$ cat src/open_addressing_hash_set_macros.svh
// Assertion macros for the open addressing hash set.
// Included by the RTL files that carry concurrent checks; no other dependencies.
`ifndef OPEN_ADDRESSING_HASH_SET_MACROS_SVH
`define OPEN_ADDRESSING_HASH_SET_MACROS_SVH

`ifndef ASSERT_OFF

`define OHS_ASSERT_ALWAYS(lbl, clk, rst, expr, msg) \
   lbl: assert property (@(posedge clk) disable iff (rst) (expr)) else $error(msg);

`define OHS_ASSERT_NEXT(lbl, clk, rst, ante, cons, msg) \
   lbl: assert property (@(posedge clk) disable iff (rst) (ante) |=> (cons)) else $error(msg);

`else

`define OHS_ASSERT_ALWAYS(lbl, clk, rst, expr, msg)

`define OHS_ASSERT_NEXT(lbl, clk, rst, ante, cons, msg)

`endif

`endif

$ cat src/ohs_pkg.sv
// Shared constants, codes and controller/datapath word types for the hash set.
// No dependencies.
package ohs_pkg;

   localparam int FUNC_W        = 2;
   localparam int KEY_W         = 64;
   localparam int LEN_W         = 4;
   localparam int MAX_KEY_CHARS = 8;
   localparam int IDX_W         = 6;
   localparam int CAPACITY      = 1 << IDX_W;
   localparam int STEP_W        = IDX_W + 1;
   localparam int HASH_MULT     = 271;
   localparam int LOAD_LIMIT    = 3 * ((CAPACITY + 3) / 4);
   localparam int CNT_W         = $clog2(LOAD_LIMIT + 1);
   localparam int BSEL_W        = $clog2(KEY_W / 8);

   typedef enum logic [FUNC_W-1:0] {
      OP_INSERT = 2'd0,
      OP_ERASE  = 2'd1,
      OP_FIND   = 2'd2
   } op_type;

   typedef enum logic [1:0] {
      ST_EMPTY    = 2'd0,
      ST_DELETED  = 2'd1,
      ST_OCCUPIED = 2'd2
   } slot_status_type;

   typedef enum logic [2:0] {
      S_IDLE,
      S_HASH,
      S_READ,
      S_CHECK,
      S_FINISH
   } ctrl_state_type;

   typedef struct packed {
      logic load;
      logic hash_step;
      logic probe_start;
      logic read;
      logic check;
      logic commit;
   } ohs_cmd_type;

   typedef struct packed {
      logic hash_done;
      logic probe_done;
   } ohs_sts_type;

endpackage

$ cat src/ohs_ctrl.sv
// Request sequencer for the hash set: hashing, probe read/check loop, commit.
// Depends on ohs_pkg.
module ohs_ctrl import ohs_pkg::*; (
   input  logic        clock,
   input  logic        reset,
   input  logic        req_valid,
   output logic        req_ready,
   output logic        rsp_valid,
   input  logic        rsp_ready,
   input  ohs_sts_type sts,
   output ohs_cmd_type cmd
);

   ctrl_state_type state_ff, state_in;
   logic           rsp_valid_ff, rsp_valid_in;
   logic           out_free;

   assign out_free     = !rsp_valid_ff || rsp_ready;
   assign rsp_valid_in = cmd.commit || (rsp_valid_ff && !rsp_ready);
   assign rsp_valid    = rsp_valid_ff;

   always_ff @(posedge clock) begin
      if (reset) begin
         state_ff     <= S_IDLE;
         rsp_valid_ff <= 1'b0;
      end else begin
         state_ff     <= state_in;
         rsp_valid_ff <= rsp_valid_in;
      end
   end

   always_comb begin
      state_in = state_ff;
      unique case (state_ff)
         S_IDLE:   if (req_valid) state_in = S_HASH;
         S_HASH:   if (sts.hash_done) state_in = S_READ;
         S_READ:   state_in = S_CHECK;
         S_CHECK:  state_in = sts.probe_done ? S_FINISH : S_READ;
         S_FINISH: if (out_free) state_in = S_IDLE;
         default:  state_in = S_IDLE;
      endcase
   end

   always_comb begin
      cmd       = '0;
      req_ready = 1'b0;
      unique case (state_ff)
         S_IDLE: begin
            req_ready = 1'b1;
            cmd.load  = req_valid;
         end
         S_HASH: begin
            cmd.hash_step   = 1'b1;
            cmd.probe_start = sts.hash_done;
         end
         S_READ:   cmd.read   = 1'b1;
         S_CHECK:  cmd.check  = 1'b1;
         S_FINISH: cmd.commit = out_free;
         default: begin
            cmd = '0;
         end
      endcase
   end

endmodule

$ cat src/ohs_dpath.sv
// Hash set datapath: key latch, hash, probe index walk, slot memories, results.
// Depends on ohs_pkg and open_addressing_hash_set_macros.svh.
`include "open_addressing_hash_set_macros.svh"

module ohs_dpath import ohs_pkg::*; (
   input  logic              clock,
   input  logic              reset,
   input  ohs_cmd_type       cmd,
   output ohs_sts_type       sts,
   input  logic [FUNC_W-1:0] req_func,
   input  logic [KEY_W-1:0]  req_key_chars,
   input  logic [LEN_W-1:0]  req_key_length,
   output logic              rsp_ok,
   output logic              rsp_table_full
);

   // slot memories; status entries are qualified by per-slot valid bits
   slot_status_type              status_mem [CAPACITY];
   logic [LEN_W+KEY_W-1:0]       key_mem    [CAPACITY];
   logic [CAPACITY-1:0]          slot_valid_ff;

   logic [FUNC_W-1:0]            func_ff;
   logic [KEY_W-1:0]             chars_ff, chars_in;
   logic [LEN_W-1:0]             len_ff, len_in;
   logic [LEN_W-1:0]             kpos_ff;
   logic [IDX_W-1:0]             hash_ff;
   logic [IDX_W-1:0]             idx_ff, sq_ff, cur_idx_ff, probe_idx;
   logic [STEP_W-1:0]            step_ff;
   logic                         hit_found_ff, free_found_ff;
   logic [IDX_W-1:0]             hit_idx_ff, free_idx_ff;
   logic [CNT_W-1:0]             count_ff;
   logic                         rsp_ok_ff, rsp_table_full_ff;

   slot_status_type              rd_status_ff, cur_status;
   logic [LEN_W+KEY_W-1:0]       rd_key_ff;
   logic                         rd_valid_ff;

   logic [BSEL_W-1:0]            byte_sel;
   logic [7:0]                   cur_char;
   logic                         is_hit, slot_free;

   logic                         wr_en, key_wr, cnt_inc, ok_in, full_in;
   logic [IDX_W-1:0]             wr_idx;
   slot_status_type              wr_status;

   // key clamp and masking of unused characters
   always_comb begin
      len_in = (req_key_length > LEN_W'(MAX_KEY_CHARS)) ? LEN_W'(MAX_KEY_CHARS)
                                                         : req_key_length;
      for (int b = 0; b < KEY_W / 8; b++) begin
         chars_in[b*8 +: 8] = (LEN_W'(b) < len_in) ? req_key_chars[b*8 +: 8] : 8'h00;
      end
   end

   assign byte_sel  = BSEL_W'(kpos_ff);
   assign cur_char  = chars_ff[{byte_sel, 3'b000} +: 8];
   assign probe_idx = idx_ff + sq_ff;

   assign cur_status = rd_valid_ff ? rd_status_ff : ST_EMPTY;
   assign is_hit     = (cur_status == ST_OCCUPIED) && (rd_key_ff == {len_ff, chars_ff});
   assign slot_free  = (cur_status == ST_EMPTY) || (cur_status == ST_DELETED);

   assign sts.hash_done  = (kpos_ff == len_ff);
   assign sts.probe_done = (cur_status == ST_EMPTY) || is_hit
                           || (step_ff == STEP_W'(CAPACITY));

   // outcome of the finished probe
   always_comb begin
      wr_en     = 1'b0;
      key_wr    = 1'b0;
      cnt_inc   = 1'b0;
      ok_in     = 1'b0;
      full_in   = 1'b0;
      wr_idx    = free_idx_ff;
      wr_status = ST_OCCUPIED;
      unique case (func_ff)
         OP_INSERT: begin
            if (!hit_found_ff) begin
               if (count_ff >= CNT_W'(LOAD_LIMIT) || !free_found_ff) begin
                  full_in = 1'b1;
               end else begin
                  wr_en   = 1'b1;
                  key_wr  = 1'b1;
                  cnt_inc = 1'b1;
                  ok_in   = 1'b1;
               end
            end
         end
         OP_ERASE: begin
            if (hit_found_ff) begin
               wr_en     = 1'b1;
               wr_idx    = hit_idx_ff;
               wr_status = ST_DELETED;
               ok_in     = 1'b1;
            end
         end
         OP_FIND: ok_in = hit_found_ff;
         default: ok_in = 1'b0;
      endcase
   end

   // control state
   always_ff @(posedge clock) begin
      if (reset) begin
         slot_valid_ff <= '0;
         count_ff      <= '0;
      end else if (cmd.commit) begin
         if (wr_en) slot_valid_ff[wr_idx] <= 1'b1;
         if (cnt_inc) count_ff <= count_ff + 1'b1;
      end
   end

   // request, hash and probe registers
   always_ff @(posedge clock) begin
      if (cmd.load) begin
         func_ff  <= req_func;
         chars_ff <= chars_in;
         len_ff   <= len_in;
         kpos_ff  <= '0;
         hash_ff  <= '0;
      end else if (cmd.hash_step && (kpos_ff != len_ff)) begin
         hash_ff <= IDX_W'(hash_ff * IDX_W'(HASH_MULT)) + IDX_W'(cur_char);
         kpos_ff <= kpos_ff + 1'b1;
      end
      if (cmd.probe_start) begin
         idx_ff        <= hash_ff;
         sq_ff         <= '0;
         step_ff       <= '0;
         hit_found_ff  <= 1'b0;
         free_found_ff <= 1'b0;
      end else if (cmd.read) begin
         idx_ff     <= probe_idx;
         cur_idx_ff <= probe_idx;
         sq_ff      <= sq_ff + {step_ff[IDX_W-2:0], 1'b1};
         step_ff    <= step_ff + 1'b1;
      end else if (cmd.check) begin
         if (is_hit) begin
            hit_found_ff <= 1'b1;
            hit_idx_ff   <= cur_idx_ff;
         end
         if (slot_free && !free_found_ff) begin
            free_found_ff <= 1'b1;
            free_idx_ff   <= cur_idx_ff;
         end
      end
      if (cmd.commit) begin
         rsp_ok_ff         <= ok_in;
         rsp_table_full_ff <= full_in;
      end
   end

   // slot memories
   always_ff @(posedge clock) begin
      if (cmd.commit && wr_en) status_mem[wr_idx] <= wr_status;
      if (cmd.commit && key_wr) key_mem[wr_idx] <= {len_ff, chars_ff};
      if (cmd.read) begin
         rd_status_ff <= status_mem[probe_idx];
         rd_key_ff    <= key_mem[probe_idx];
         rd_valid_ff  <= slot_valid_ff[probe_idx];
      end
   end

   assign rsp_ok         = rsp_ok_ff;
   assign rsp_table_full = rsp_table_full_ff;

   `OHS_ASSERT_ALWAYS(a_count_bound, clock, reset, count_ff <= CNT_W'(LOAD_LIMIT), "insert count past load limit")
   `OHS_ASSERT_ALWAYS(a_step_bound, clock, reset, !cmd.check || step_ff <= STEP_W'(CAPACITY), "probe ran past capacity")
   `OHS_ASSERT_NEXT(a_write_valid, clock, reset, cmd.commit && wr_en, slot_valid_ff[$past(wr_idx)], "written slot not valid")

endmodule

$ cat src/open_addressing_hash_set.sv
// Open addressing hash set of keys up to 8 characters: insert, erase, find.
// One word in gives one word out. A request hashes its key one character per
// cycle over L, the clamped key length, then probes P slots (1 to 64); each
// probe is a read and then a check on the single registered read port of the
// slot memories, and the insert's free-slot search rides along the same probe
// pass. One request is in work at a time; the next is taken while a result
// waits in the output register.
// Depends on ohs_pkg, ohs_ctrl and ohs_dpath.
module open_addressing_hash_set import ohs_pkg::*; (
   input  logic              clock,
   input  logic              reset,
   input  logic              req_valid,
   output logic              req_ready,
   input  logic [FUNC_W-1:0] req_func,
   input  logic [KEY_W-1:0]  req_key_chars,
   input  logic [LEN_W-1:0]  req_key_length,
   output logic              rsp_valid,
   input  logic              rsp_ready,
   output logic              rsp_ok,
   output logic              rsp_table_full
);

   ohs_cmd_type cmd;
   ohs_sts_type sts;

   ohs_ctrl u_ctrl (
      .clock     (clock),
      .reset     (reset),
      .req_valid (req_valid),
      .req_ready (req_ready),
      .rsp_valid (rsp_valid),
      .rsp_ready (rsp_ready),
      .sts       (sts),
      .cmd       (cmd)
   );

   ohs_dpath u_dpath (
      .clock          (clock),
      .reset          (reset),
      .cmd            (cmd),
      .sts            (sts),
      .req_func       (req_func),
      .req_key_chars  (req_key_chars),
      .req_key_length (req_key_length),
      .rsp_ok         (rsp_ok),
      .rsp_table_full (rsp_table_full)
   );

endmodule
$ cat config.mk
export PLATFORM = sky130hd
export DESIGN_NAME = open_addressing_hash_set
export DESIGN_NICKNAME = d
export VERILOG_FILES = /design/src/ohs_pkg.sv /design/src/ohs_ctrl.sv /design/src/ohs_dpath.sv /design/src/open_addressing_hash_set.sv
export VERILOG_INCLUDE_DIRS = /design/src /design/src/src
export SDC_FILE = /design/constraint.sdc
export NUM_CORES = 2
export LEC_CHECK = 0
export BUFFER_PORTS_ARGS = -buffer_cell sky130_fd_sc_hd__buf_2
export CORE_UTILIZATION = 40
export CTS_BUF_LIST = sky130_fd_sc_hd__clkbuf_16
export DETAILED_ROUTE_END_ITERATION = 6
export SYNTH_ARGS = -nofsm -noshare
export SYNTH_HDL_FRONTEND = slang
export SYNTH_MEMORY_MAX_BITS = 65536
export SYNTH_SLANG_ARGS = --single-unit
$ cat constraint.sdc
create_clock -name clock -period 6.9 [get_ports clock]
set_input_delay 0.345 -clock clock [delete_from_list [all_inputs] [get_ports clock]]
set_output_delay 0.345 -clock clock [all_outputs]
set_load 0.03 [all_outputs]
==> impl_metrics.py <==
metrics = {
    "logic_synthesis": {
        "synth_compound_area_share_pct": 1.79,
        "synthCells": 8678,
        "netlist_area_um2": 184000,
        "synthAdderAreaFrac_pct": 0.273,
        "yosysUniqueCellTypes": 52,
        "syn_avg_cell_area_um2": 21.2,
        "synthArstFlopShare_pct": 0,
        "synth_nets": 8786,
        "synth-main-ff-cell": "edfxtp_1",
        "synth-seq-cells": 4746,
        "synth_top_family_by_area": "multiplexers",
        "muxShareOfSynthArea_pct": 16.5,
        "synthXorXnorAreaFrac_pct": 0.479,
        "seq_area_frac_synth_pct": 77.1,
        "synth_warnings": 0,
        "synth_edf_count": 4647,
        "yosys.area_share.simple_pct": 2.60,
    },
    "setup_path": {
        "worst-path-buf-inv": 4,
        "arrival_ns": 6.09,
        "crit_slowest_cell": "nor2_4",
        "r2r-end": "u_dpath.key_mem[30][38]",
        "crit_chain": "inv_1 > ha_1 > nand2_2 > inv_2 > mux2i_1 > buf_4 > nor2_1 > nand2_1 > nor2_4 > buf_4",
        "cp_num_cells": 10,
        "crit_path_start": "u_dpath.func_ff[1]",
        "path_class": "reg -> reg",
        "cp_top_family": "simple AND/OR/NAND/NOR gates",
        "reg2reg_from": "u_dpath.func_ff[1]",
        "required_ns": 7.50,
        "cp_max_fo": 70,
        "crit_path_max_incr_delay_ns": 0.96,
        "start_kind": "flip-flop",
        "critPathCaptureType": "flip-flop",
        "critPathCapture": "u_dpath.key_mem[30][38]",
        "r2r_slack_ns": 1.41,
        "rr_worst_depth": 10,
        "worst_path_most_repeated_cell": "buf_4",
    },
    "power": {
        "max-vdd-ir-drop_mv": 0.896,
        "p_leak_nw": 67.1,
        "power_density_nw_per_um2": 472,
    },
    "clock_network": {
        "h-tree-depth": 5,
        "cts_tree": "yes",
        "cts-root-buf": "clkbuf_16",
        "numCtsBuffers": 472,
        "clk_pin_slew_ns": 0.06,
        "cts_sinks": 4746,
        "cts_buffer_depth": 4,
        "clk_latency_ns": 0.99,
        "ctsResizeCount": 0,
    },
    "global_routing": {
        "grt_max_degree": 126,
        "grt_util_all_layers_pct": 22.2,
        "grt_pass1_wl_mm": 726,
        "overflow": 0,
        "antenna_found_initial": 29,
        "grt_pass1_vias": 92800,
    },
    "min_path": {
        "hold_path.class": "in -> reg",
    },
    "floorplan": {
        "start_util_pct": 40.2,
        "die_area_um2": 462000,
        "rows": 248,
        "ioPinCount": 78,
        "fp.dieH_um": 680,
        "core-area_um2": 457000,
        "die_w_um": 680,
    },
    "sta": {
        "hold_viol_final": 0,
        "finalSetupTns_ns": 0,
        "skew_ns": 0.0648,
        "setup_viol": 0,
        "period_minus_slack_ns": 5.49,
        "fmax_mhz": 182,
        "timing.final.crit_share_pct": 79.6,
        "tightest_slew_ns": 1.47,
        "rsz0062_at_grt": "no",
        "drv_slew": 0,
        "max-slew-margin-rel_pct": 0.945,
    },
    "outcome": {
        "failed_checks": "capacitance limit",
        "status": "finished with violations",
    },
    "route": {
        "drt_pass1_iterations": 6,
        "drt_iter0_drc": 12100,
        "wl_per_cell_um": 33.2,
        "routed-via-count": 92700,
        "ant_nets": 0,
        "drt-total-wl_mm": 522,
        "vias_per_cell": 5.90,
        "remaining_drc_errors": 0,
    },
    "cells_and_area": {
        "utilization_pct": 45.9,
        "nets": 9312,
        "drive_above_1_share_pct": 23.8,
        "fill_cells": 38000,
        "area_growth_pct": 14.1,
    },
    "placement": {
        "gp_congestion": 0.813,
        "hpwlAfterDp_mm": 279,
        "port_buffers": 77,
    },
    "flow_run": {
        "max_cap_violations": 1,
    },
}
[cells in the mapped netlist (all sizes together), types with 7 or more instances]
cell	instances	area (um2)
buf	300	1630
nor2b	71	444
inv	27	101
dfxtp	99	1980
clkbuf	163	612
nor4	16	100
o221ai	71	622
a22oi	71	533
a21o	7	52.6
edfxtp	4647	140000
nand3	10	50.1
fa	10	200
and2	14	87.6
nand2	776	2920
xnor2	30	270
a21oi	370	1860
mux4	1148	25900
xor2	67	587
nor3	8	50.1
mux2i	439	4390
nand4	10	62.6
nand2b	8	50.1
nor2	229	860
ha	24	300
o21ai	21	109
[stage by stage]
step | instance area [um2] | hold slack (ns) | instances | total power [mW] | worst slack [ns]
4_1_cts | 210000 | 0.0825 | 15700 | 99.5 | 1.41
6_report | 210000 | 0.150 | 15700 | 98.9 | 1.41
3_5_place_dp | 194000 | 0.433 | 14800 | 75.2 | 1.46
5_1_grt | 210000 | 0.125 | 15700 | 102 | 1.20
3_3_place_gp | 194000 | 0.427 | 14800 | 75.0 | 1.57
2_1_floorplan | 184000 | 0.421 | 8678 | 61.5 | 0.614
[sequential cells by signal (all words and copies together), names as in the netlist, 7 cells and up]
register	cells
u_dpath.step_ff	7
u_dpath.rd_key_ff	68
u_dpath.chars_ff	64
u_dpath.slot_valid_ff	64
u_dpath.status_mem	128
u_dpath.key_mem	4352
[worst min-delay path by stage]
stage,end,depth (start not counted),start
2_1_floorplan,u_dpath.free_idx_ff[0],0,u_dpath.cur_idx_ff[0]
3_3_place_gp,u_dpath.hit_idx_ff[2],0,u_dpath.cur_idx_ff[2]
3_5_place_dp,u_dpath.free_idx_ff[2],0,u_dpath.cur_idx_ff[2]
4_1_cts,u_dpath.func_ff[1],2,req_func[1]
5_1_grt,u_dpath.func_ff[1],2,req_func[1]
6_report,u_dpath.func_ff[1],2,req_func[1]
[where the power goes]
group	switching, mW	internal [mW]	total (mW)
clock network	10.8	13.6	24.5
registers	0.490	33.9	34.4
logic	24.4	15.7	40.1
[per-layer routing]
layer	global-route usage [%]	share of wire (%)
met2	35.6	48
met1	30.9	40
met3	3.74	8.6
met4	7.85	3.9
met5	0	0.013
[cell type report]
| class | count | area (um2) | share of cell area (%) |
|---|---|---|---|
| repair buffers | 515 | 5210 | 2.49 |
| multi-input cells | 3442 | 40300 | 19.3 |
| diodes | 7 | 17.5 | 0.00836 |
| inverters | 27 | 114 | 0.0543 |
| well taps | 6125 | 7660 | 3.66 |
| clock buffers | 477 | 11900 | 5.70 |
| flip-flops and latches | 4746 | 142000 | 67.5 |
| clock inverters | 386 | 2740 | 1.31 |
[cells by family (layout without fill, tap and decap cells)]
kind of cell | count (synthesis) | in the layout
AO/OA/AOI/OAI | 556 | 556
XOR/XNOR | 98 | 98
adder cells (fa/ha/maj) | 34 | 34
buffers and inverters | 490 | 1405
flip-flops | 4746 | 4746
multiplexers | 1592 | 1592
other | 0 | 7
AND/OR/NAND/NOR | 1162 | 1162
[repair_timing]
item	in CTS	in global routing
buffers inserted	0	0
endpoints found under the setup margin	0	0
hold endpoints to repair	73	0
hold buffers	103	0
[cells in the final DEF (no fill, tap or decap), types with 127 or more instances in the layout]
cell type,instances
buf_4,233
clkinv_1,127
a21oi_1,369
nand2_1,773
edfxtp_1,4647
inv_1,131
mux4_2,1148
nor2_1,165
mux2i_1,439
clkbuf_16,477
No activity file was read; power rests on OpenSTA's default activity.
